**config.mk**
```make
export PLATFORM = sky130hd
export DESIGN_NAME = multitouch_contact_slot_tracker
export DESIGN_NICKNAME = d
export VERILOG_FILES = /design/src/sv/mcst_pkg.sv /design/src/sv/multitouch_contact_slot_tracker.sv
export SDC_FILE = /design/constraint.sdc
export NUM_CORES = 2
export LEC_CHECK = 0
export ABC_AREA = 1
export BUFFER_PORTS_ARGS = -buffer_cell sky130_fd_sc_hd__buf_4
export CORE_UTILIZATION = 40
export CTS_CLUSTER_DIAMETER = 80
export DETAILED_ROUTE_END_ITERATION = 8
export PLACE_DENSITY_LB_ADDON = 0.2
export SETUP_SLACK_MARGIN = 0.02
export SLEW_MARGIN = 10
export SYNTH_ARGS = -nofsm -noshare
export SYNTH_HDL_FRONTEND = slang
export SYNTH_SLANG_ARGS = --single-unit
```
**constraint.sdc**
```tcl
create_clock -name aclk -period 10.42 [get_ports aclk]
set_clock_uncertainty 0.05 [all_clocks]
set_input_delay 2.084 -clock aclk [delete_from_list [all_inputs] [get_ports aclk]]
set_output_delay 2.084 -clock aclk [all_outputs]
set_load 0.01 [all_outputs]
```
**src/sv/mcst_pkg.sv**
```systemverilog
// Shared constants, types and report packing for the contact slot tracker.
// No dependencies; the top level takes this package by wildcard import.
`timescale 1ns / 1ps

package mcst_pkg;

    localparam int SLOT_COUNT = 8;
    localparam int COORD_BITS = 16;
    localparam int ID_BITS    = 32;
    localparam int SLOT_BITS  = $clog2(SLOT_COUNT);
    localparam int CNT_BITS   = SLOT_BITS + 1;
    localparam int DELTA_BITS = COORD_BITS + 1;

    localparam int S_FID_LSB    = 0;
    localparam int S_DOWN_LSB   = S_FID_LSB + ID_BITS;
    localparam int S_X_LSB      = S_DOWN_LSB + 1;
    localparam int S_Y_LSB      = S_X_LSB + COORD_BITS;
    localparam int S_FIELDS_W   = S_Y_LSB + COORD_BITS;
    localparam int S_DATA_W     = ((S_FIELDS_W + 7) / 8) * 8;

    localparam int M_SLOT_LSB   = 0;
    localparam int M_STATUS_LSB = M_SLOT_LSB + SLOT_BITS;
    localparam int M_TOUCH_LSB  = M_STATUS_LSB + 2;
    localparam int M_PX_LSB     = M_TOUCH_LSB + ID_BITS;
    localparam int M_PY_LSB     = M_PX_LSB + COORD_BITS;
    localparam int M_DX_LSB     = M_PY_LSB + COORD_BITS;
    localparam int M_DY_LSB     = M_DX_LSB + DELTA_BITS;
    localparam int M_PHASE_LSB  = M_DY_LSB + DELTA_BITS;
    localparam int M_REL_LSB    = M_PHASE_LSB + 2;
    localparam int M_FIELDS_W   = M_REL_LSB + 1;
    localparam int M_DATA_W     = ((M_FIELDS_W + 7) / 8) * 8;

    localparam logic [1:0] REQ_EVENT = 2'd0;
    localparam logic [1:0] REQ_TICK  = 2'd1;
    localparam logic [1:0] REQ_CLEAR = 2'd2;

    localparam logic [1:0] KIND_EVENT = 2'd0;
    localparam logic [1:0] KIND_SLOT  = 2'd1;
    localparam logic [1:0] KIND_CLEAR = 2'd2;

    typedef enum logic [1:0] {
        PH_JUST = 2'd0,
        PH_HELD = 2'd1,
        PH_UP   = 2'd2
    } phase_t;

    typedef enum logic [1:0] {
        EV_MOVED    = 2'd0,
        EV_RELEASED = 2'd1,
        EV_CLAIMED  = 2'd2,
        EV_DROPPED  = 2'd3
    } status_t;

    typedef enum logic [2:0] {
        S_IDLE,
        S_SCAN,
        S_EVT_OUT,
        S_TICK,
        S_CLEAR_OUT
    } state_t;

    typedef struct packed {
        logic [ID_BITS-1:0]           finger;
        logic [ID_BITS-1:0]           touch;
        phase_t                       phase;
        logic signed [COORD_BITS-1:0] cur_x;
        logic signed [COORD_BITS-1:0] cur_y;
        logic signed [COORD_BITS-1:0] prev_x;
        logic signed [COORD_BITS-1:0] prev_y;
    } slot_t;

    localparam slot_t SLOT_RESET = '{
        finger: '0, touch: '0, phase: PH_UP,
        cur_x: '0, cur_y: '0, prev_x: '0, prev_y: '0
    };

    function automatic logic [M_DATA_W-1:0] make_report(
        input logic [SLOT_BITS-1:0] slot,
        input status_t              status,
        input slot_t                e
    );
        logic [M_DATA_W-1:0]   r;
        logic                  active;
        logic [DELTA_BITS-1:0] dx;
        logic [DELTA_BITS-1:0] dy;
        active = (e.phase != PH_UP);
        dx = active ? ({e.cur_x[COORD_BITS-1], e.cur_x} - {e.prev_x[COORD_BITS-1], e.prev_x})
                    : '0;
        dy = active ? ({e.cur_y[COORD_BITS-1], e.cur_y} - {e.prev_y[COORD_BITS-1], e.prev_y})
                    : '0;
        r = '0;
        r[M_SLOT_LSB +: SLOT_BITS]    = slot;
        r[M_STATUS_LSB +: 2]          = status;
        r[M_TOUCH_LSB +: ID_BITS]     = e.touch;
        r[M_PX_LSB +: COORD_BITS]     = e.cur_x;
        r[M_PY_LSB +: COORD_BITS]     = e.cur_y;
        r[M_DX_LSB +: DELTA_BITS]     = dx;
        r[M_DY_LSB +: DELTA_BITS]     = dy;
        r[M_PHASE_LSB +: 2]           = e.phase;
        r[M_REL_LSB]                  = !active && (e.finger != '0) && (e.touch != '0);
        return r;
    endfunction

    function automatic slot_t tick_update(input slot_t e);
        slot_t r;
        r = e;
        if (e.phase == PH_UP) begin
            r.finger = '0;
            r.touch  = '0;
        end else begin
            r.prev_x = e.cur_x;
            r.prev_y = e.cur_y;
            if (e.phase == PH_JUST) begin
                r.phase = PH_HELD;
            end
        end
        return r;
    endfunction

endpackage

```
**src/sv/multitouch_contact_slot_tracker.sv**
```systemverilog
// Contact slot tracker: slot table in a synchronous memory, sequencer and registered
// output word. Depends on mcst_pkg.
`timescale 1ns / 1ps
//
//  channel   direction  tdata                                  tuser         tlast
//  s_        in         finger_id, is_down, pos_x_in, pos_y_in  req_type      -
//  m_        out        slot report fields                     report_kind   last
//
// A contact event scans the slots from the cursor, one memory read a cycle; a tick reads,
// reports and writes back one slot a cycle while the output is free; a clear sends a
// single clear report. The single memory read port paces the scan and the tick.
// Reset and clear empty the table at once through per-slot valid bits.
// A stalled output holds the sequencer; a new word is taken while a result waits.

module multitouch_contact_slot_tracker
    import mcst_pkg::*;
(
    input  logic                aclk,
    input  logic                aresetn,
    input  logic                s_tvalid,
    output logic                s_tready,
    // finger_id, is_down, pos_x_in, pos_y_in, zero fill
    input  logic [S_DATA_W-1:0] s_tdata,
    // req_type
    input  logic [1:0]          s_tuser,
    output logic                m_tvalid,
    input  logic                m_tready,
    // slot_index, event_status, touch_number, pos_x, pos_y, delta_x, delta_y,
    // slot_phase, release_edge, zero fill
    output logic [M_DATA_W-1:0] m_tdata,
    // report_kind
    output logic [1:0]          m_tuser,
    output logic                m_tlast
);

    slot_t                  slot_mem [SLOT_COUNT];
    slot_t                  mem_rdata_reg;
    logic [SLOT_BITS-1:0]   rd_addr_reg;

    logic                   mem_we;
    logic                   mem_re;
    logic [SLOT_BITS-1:0]   mem_wr_addr;
    logic [SLOT_BITS-1:0]   mem_rd_addr;
    slot_t                  mem_wr_data;

    state_t                 state_reg, state_next;
    logic [SLOT_COUNT-1:0]  vld_reg, vld_next;
    logic [SLOT_BITS-1:0]   cursor_reg, cursor_next;
    logic [ID_BITS-1:0]     number_reg, number_next;
    logic                   m_tvalid_reg, m_tvalid_next;

    logic [M_DATA_W-1:0]    m_tdata_reg, m_tdata_next;
    logic [1:0]             m_tuser_reg, m_tuser_next;
    logic                   m_tlast_reg, m_tlast_next;
    logic [CNT_BITS-1:0]    cnt_reg, cnt_next;
    logic                   free_vld_reg, free_vld_next;
    logic [SLOT_BITS-1:0]   free_slot_reg, free_slot_next;
    slot_t                  ent_reg, ent_next;
    logic [SLOT_BITS-1:0]   ev_slot_reg, ev_slot_next;
    status_t                ev_status_reg, ev_status_next;
    logic                   ev_wr_reg, ev_wr_next;
    logic [ID_BITS-1:0]     fid_reg, fid_next;
    logic                   down_reg, down_next;
    logic signed [COORD_BITS-1:0] x_reg, x_next;
    logic signed [COORD_BITS-1:0] y_reg, y_next;

    logic                   s_accept;
    logic                   out_free;
    slot_t                  cur_ent;
    logic                   cur_match;
    logic                   cur_free;
    logic                   scan_last;
    logic                   tick_last;
    logic [CNT_BITS-1:0]    addr_sum;
    logic [SLOT_BITS-1:0]   scan_addr;
    logic [ID_BITS-1:0]     number_inc;
    logic [ID_BITS-1:0]     in_fid;

    assign s_tready  = (state_reg == S_IDLE);
    assign s_accept  = s_tvalid && s_tready;
    assign out_free  = !m_tvalid_reg || m_tready;
    assign in_fid    = s_tdata[S_FID_LSB +: ID_BITS];

    assign cur_ent   = vld_reg[rd_addr_reg] ? mem_rdata_reg : SLOT_RESET;
    assign cur_match = (cur_ent.finger == fid_reg);
    assign cur_free  = (cur_ent.finger == '0);
    assign scan_last = (cnt_reg == CNT_BITS'(SLOT_COUNT));
    assign tick_last = (rd_addr_reg == SLOT_BITS'(SLOT_COUNT - 1));

    assign addr_sum  = {1'b0, cursor_reg} + cnt_reg;
    assign scan_addr = (addr_sum >= CNT_BITS'(SLOT_COUNT))
                     ? SLOT_BITS'(addr_sum - CNT_BITS'(SLOT_COUNT))
                     : SLOT_BITS'(addr_sum);
    assign number_inc = number_reg + 1'b1;

    assign m_tvalid = m_tvalid_reg;
    assign m_tdata  = m_tdata_reg;
    assign m_tuser  = m_tuser_reg;
    assign m_tlast  = m_tlast_reg;

    always_ff @(posedge aclk) begin
        if (mem_we) begin
            slot_mem[mem_wr_addr] <= mem_wr_data;
        end
        if (mem_re) begin
            mem_rdata_reg <= slot_mem[mem_rd_addr];
            rd_addr_reg   <= mem_rd_addr;
        end
    end

    always_comb begin
        state_next = state_reg;
        case (state_reg)
            S_IDLE: begin
                if (s_accept) begin
                    case (s_tuser)
                        REQ_EVENT: state_next = (in_fid == '0) ? S_EVT_OUT : S_SCAN;
                        REQ_TICK:  state_next = S_TICK;
                        REQ_CLEAR: state_next = S_CLEAR_OUT;
                        default:   state_next = S_IDLE;
                    endcase
                end
            end
            S_SCAN: begin
                if (cur_match || scan_last) begin
                    state_next = S_EVT_OUT;
                end
            end
            S_EVT_OUT: begin
                if (out_free) begin
                    state_next = S_IDLE;
                end
            end
            S_TICK: begin
                if (out_free && tick_last) begin
                    state_next = S_IDLE;
                end
            end
            S_CLEAR_OUT: begin
                if (out_free) begin
                    state_next = S_IDLE;
                end
            end
            default: state_next = S_IDLE;
        endcase
    end

    always_comb begin
        mem_we         = 1'b0;
        mem_re         = 1'b0;
        mem_wr_addr    = ev_slot_reg;
        mem_rd_addr    = scan_addr;
        mem_wr_data    = ent_reg;
        vld_next       = vld_reg;
        cursor_next    = cursor_reg;
        number_next    = number_reg;
        m_tdata_next   = m_tdata_reg;
        m_tuser_next   = m_tuser_reg;
        m_tlast_next   = m_tlast_reg;
        m_tvalid_next  = m_tready ? 1'b0 : m_tvalid_reg;
        cnt_next       = cnt_reg;
        free_vld_next  = free_vld_reg;
        free_slot_next = free_slot_reg;
        ent_next       = ent_reg;
        ev_slot_next   = ev_slot_reg;
        ev_status_next = ev_status_reg;
        ev_wr_next     = ev_wr_reg;
        fid_next       = fid_reg;
        down_next      = down_reg;
        x_next         = x_reg;
        y_next         = y_reg;

        case (state_reg)
            S_IDLE: begin
                if (s_accept) begin
                    fid_next       = in_fid;
                    down_next      = s_tdata[S_DOWN_LSB];
                    x_next         = s_tdata[S_X_LSB +: COORD_BITS];
                    y_next         = s_tdata[S_Y_LSB +: COORD_BITS];
                    free_vld_next  = 1'b0;
                    ev_wr_next     = 1'b0;
                    ev_status_next = EV_DROPPED;
                    case (s_tuser)
                        REQ_EVENT: begin
                            if (in_fid != '0) begin
                                mem_re      = 1'b1;
                                mem_rd_addr = cursor_reg;
                                cnt_next    = CNT_BITS'(1);
                            end
                        end
                        REQ_TICK: begin
                            mem_re      = 1'b1;
                            mem_rd_addr = '0;
                        end
                        REQ_CLEAR: begin
                            vld_next = '0;
                        end
                        default: begin
                        end
                    endcase
                end
            end
            S_SCAN: begin
                if (!scan_last) begin
                    mem_re   = 1'b1;
                    cnt_next = cnt_reg + 1'b1;
                end
                if (!free_vld_reg && cur_free) begin
                    free_vld_next  = 1'b1;
                    free_slot_next = rd_addr_reg;
                end
                if (cur_match) begin
                    ent_next     = cur_ent;
                    ev_slot_next = rd_addr_reg;
                    ev_wr_next   = 1'b1;
                    if (down_reg) begin
                        ent_next.cur_x = x_reg;
                        ent_next.cur_y = y_reg;
                        ev_status_next = EV_MOVED;
                    end else begin
                        ent_next.phase = PH_UP;
                        ev_status_next = EV_RELEASED;
                    end
                end else if (scan_last && down_reg && (free_vld_reg || cur_free)) begin
                    ev_slot_next   = free_vld_reg ? free_slot_reg : rd_addr_reg;
                    ev_wr_next     = 1'b1;
                    ev_status_next = EV_CLAIMED;
                    ent_next       = '{
                        finger: fid_reg, touch: number_reg, phase: PH_JUST,
                        cur_x: x_reg, cur_y: y_reg, prev_x: x_reg, prev_y: y_reg
                    };
                    cursor_next = (cursor_reg == SLOT_BITS'(SLOT_COUNT - 1))
                                ? '0 : cursor_reg + 1'b1;
                    number_next = (number_inc == '0) ? ID_BITS'(1) : number_inc;
                end
            end
            S_EVT_OUT: begin
                if (out_free) begin
                    m_tvalid_next = 1'b1;
                    m_tuser_next  = KIND_EVENT;
                    m_tlast_next  = 1'b1;
                    if (ev_wr_reg) begin
                        m_tdata_next          = make_report(ev_slot_reg, ev_status_reg, ent_reg);
                        mem_we                = 1'b1;
                        vld_next[ev_slot_reg] = 1'b1;
                    end else begin
                        m_tdata_next                     = '0;
                        m_tdata_next[M_STATUS_LSB +: 2]  = EV_DROPPED;
                    end
                end
            end
            S_TICK: begin
                if (out_free) begin
                    m_tvalid_next         = 1'b1;
                    m_tuser_next          = KIND_SLOT;
                    m_tlast_next          = tick_last;
                    m_tdata_next          = make_report(rd_addr_reg, EV_MOVED, cur_ent);
                    mem_we                = 1'b1;
                    mem_wr_addr           = rd_addr_reg;
                    mem_wr_data           = tick_update(cur_ent);
                    vld_next[rd_addr_reg] = 1'b1;
                    if (!tick_last) begin
                        mem_re      = 1'b1;
                        mem_rd_addr = rd_addr_reg + 1'b1;
                    end
                end
            end
            S_CLEAR_OUT: begin
                if (out_free) begin
                    m_tvalid_next = 1'b1;
                    m_tuser_next  = KIND_CLEAR;
                    m_tlast_next  = 1'b1;
                    m_tdata_next  = '0;
                end
            end
            default: begin
            end
        endcase
    end

    always_ff @(posedge aclk) begin
        if (!aresetn) begin
            state_reg    <= S_IDLE;
            vld_reg      <= '0;
            cursor_reg   <= '0;
            number_reg   <= ID_BITS'(1);
            m_tvalid_reg <= 1'b0;
        end else begin
            state_reg    <= state_next;
            vld_reg      <= vld_next;
            cursor_reg   <= cursor_next;
            number_reg   <= number_next;
            m_tvalid_reg <= m_tvalid_next;
        end
    end

    always_ff @(posedge aclk) begin
        m_tdata_reg   <= m_tdata_next;
        m_tuser_reg   <= m_tuser_next;
        m_tlast_reg   <= m_tlast_next;
        cnt_reg       <= cnt_next;
        free_vld_reg  <= free_vld_next;
        free_slot_reg <= free_slot_next;
        ent_reg       <= ent_next;
        ev_slot_reg   <= ev_slot_next;
        ev_status_reg <= ev_status_next;
        ev_wr_reg     <= ev_wr_next;
        fid_reg       <= fid_next;
        down_reg      <= down_next;
        x_reg         <= x_next;
        y_reg         <= y_next;
    end

endmodule
```
==> metrics.md <==
| Metric | Value |
|---|---|
| Sequential area share after synthesis | 66.4% |
| Root Driver | clkbuf_16 |
| Post-CTS setup buffer count | 0 |
| Layout cell share with drive strength beyond 1 | 7.59% |
| RePlAce Congestion | 0.891 |
| Cells along the critical path | buf_4, nor2_1, nor2_4, buf_4, inv_4, o211ai_1, buf_4, buf_4, buf_4 |
| Dpl hpwl | 105000 µm |
| Layout area overhead | 12.7% |
| Crit path DAT | 6.56 ns |
| Final hold violations | 0 |
| Slew HR | 23.9% |
| HP Class | flop to flop |
| Peak VDD IR | 0.222 mV |
| Number of clock sinks | 1538 |
| F_max | 0.162 GHz |
| Commonest non-fill, non-tap cell in the layout | nand2_1 |
| CP most frequent cell | buf_4 |
| CP Buf/Inv Count | 6 |
| Drt first pass iters | 8 |
| Slew @ Worst Pin | 1.13 ns |
| Fin crit period | 6.18 ns |
| Via Count | 48930 |
| Largest net degree at the start of global routing | 174 |
| Vias in the first global route | 46929 |
| Leak pwr | 31.2 nW |
| PostCTS Resize Cnt | 0 |
| CP Max Fanout | 56 |
| DIE WIDTH | 417 µm |
| Mapped cell area | 68800 µm² |
| Vias per std cell | 5.31 |
| DRT iter0 DRCs | 4249 |
| Max stage delay on crit path | 0.92 ns |
| Seq cells post-synth | 1538 |
| Delay-heaviest family, CP | buffers and inverters |
| Cell Rows | 151 |
| Period utilisation layout | 59.3% |
| IO Pins | 195 |
| Total power | 17.8 mW |
| Antenna Violating Nets Remaining | 0 |
| CP required | 10.80 ns |
| Initial core utilization | 40.5% |
| Synth area leaders | edfxtp_1 65%, nand2_1 16%, nand3_1 4.3% |
| Most frequent cells in the layout | 2963 x nand2_1, 1491 x edfxtp_1, 589 x nand3_1 |
| Area leader, netlist | edfxtp_1 |
| RSZ-0062 raised after global routing | false |
| CP Capture Type | flop |
| First-pass GRT wire length | 295000 µm |
| Core footprint | 170000 µm² |
| TritonCTS Buffers | 167 |
| Chip Height | 417 µm |
| Maxcap violations | 0 |
| Setup violators final | 0 |
| Critical path class | input pin to flop |
| Hold path startpoint | vld_reg[0] |
| Critical Path Start | m_tready |
| Run status | completed |
| Final wirelength | 196000 µm |
| Number of flip-flops under the largest register name | 1040 |
| Avg Cell Area, Syn | 10.0 µm² |
| PwrDens | 230 nW/µm² |
| Fillers | 15670 |
| Latest clock arrival within the worst-skew pair | 0.81 ns |
| Setup crit start kind | input pin |
| H-tree Lvls | 4 |
| Fin Setup TNS | 0 ns |
| CTS tree | built |
| Global router's overall resource usage | 22.3% |
| Port Buffers | 181 |
| Die area | 174000 µm² |
| Post-synth top area share | 65.1% |
| Post-route insts no fill | 9213 |
| Slowest CP cell | buf_4 |
| Yosys warns | 0 |
| Total gr overflow | 0 |
| Final max-slew violation count | 0 |
| Initial antenna violation count | 2 |
| Nets | 7016 |
| Post-CTS Hold Fix Bufs | 0 |
| Placed cells | 8910 |
| Clk slew on worst S/H paths | 0.06 ns |
| Syn Inst Count | 6847 |
| CTS Buffer Depth | 3 |
| DRC | 0 |
| RR Startpoint | state_reg[1] |
| Synth unique cells | 50 |
| Routed wire length per instance | 21.3 µm |
==> where the power goes <==
part | internal (mW) | switching [mW]
clock | 3.46 | 2.49
combinational | 1.22 | 3.20
sequential | 7.28 | 0.170
total | 12.0 | 5.86
==> worst min-delay path: cells and delay by family, from the launching register on <==
kind | cells | cell delay (ns)
AO/OA/AOI/OAI | 1 | 0.06
buffers and inverters | 1 | 0.06
flip-flops | 1 | 0.29
==> layout make-up <==
| class | count | area (µm²) | share of cell area (%) |
|---|---|---|---|
| Sequential cell | 1538 | 45700 | 58.9 |
| Inverter | 295 | 1130 | 1.45 |
| Multi-Input combinational cell | 4613 | 20500 | 26.4 |
| Timing Repair Buffer | 246 | 2030 | 2.62 |
| Clock buffer | 210 | 4400 | 5.68 |
| Antenna cell | 1 | 2.50 | 0.00323 |
| Tap cell | 2218 | 2780 | 3.58 |
| Clock inverter | 92 | 1050 | 1.36 |
==> stage by stage <==
stage,setup WS (ns),cell area (µm²),util (%),hold WS (ns)
5_1_grt,4.16,77600,45.6,0.430
3_5_place_dp,3.44,72100,42.4,0.400
2_1_floorplan,0.362,68800,-,0.385
3_3_place_gp,3.48,72100,42.4,0.396
4_1_cts,4.33,77600,45.6,0.409
6_report,4.24,77600,45.6,0.407
==> synth_stat cells, drive strengths merged <==
library cell	count
clkinv	5
nand3b	22
nand4	54
o221ai	1
a22oi	3
conb	1
o21a	1
clkbuf	250
xnor2	12
o2111ai	3
a21boi	3
o211ai	2
o21bai	5
ha	72
or2	7
a21oi	150
fa	5
nand2	2973
buf	156
a211oi	1
o32ai	1
a221oi	2
nor3b	1
o221a	1
o22ai	118
nor4	16
o31ai	6
a31o	1
nor2	213
xor2	13
o41ai	8
nand3	589
nor3	15
a32o	1
inv	290
dfxtp	47
a21o	2
edfxtp	1491
o21ai	306
==> layer usage <==
metal  vias up  routed length, µm  track usage [%]
met1     23852              82700             29.3
met5         -                 13                0
met2      1527              96300             38.0
met3       293              11100             3.12
met4         2               5970             7.37
li1      23256                  -                -
==> cell families (layout without fill, tap and decap cells) <==
family          Yosys count  after routing  share of synthesized area, %
compound gates          615            615                          4.89
fa+ha+maj                77             77                          1.45
simple gates           3890           3890                          22.8
other cells               1              7                       0.00545
flops                  1538           1538                          66.4
xor+xnor                 25             25                         0.318
buf+inv                 701            843                          4.11
==> path summary, 6_finish.rpt <==
check | end | slack [ns] | depth (start not counted)
max | mem_rdata_reg[123] | 4.24 | 9
min | vld_reg[0] | 0.41 | 2
max reg2reg | mem_rdata_reg[123] | 4.64 | 10
min reg2reg | vld_reg[0] | 0.41 | 2
No activity file was read; power rests on OpenSTA's default activity.
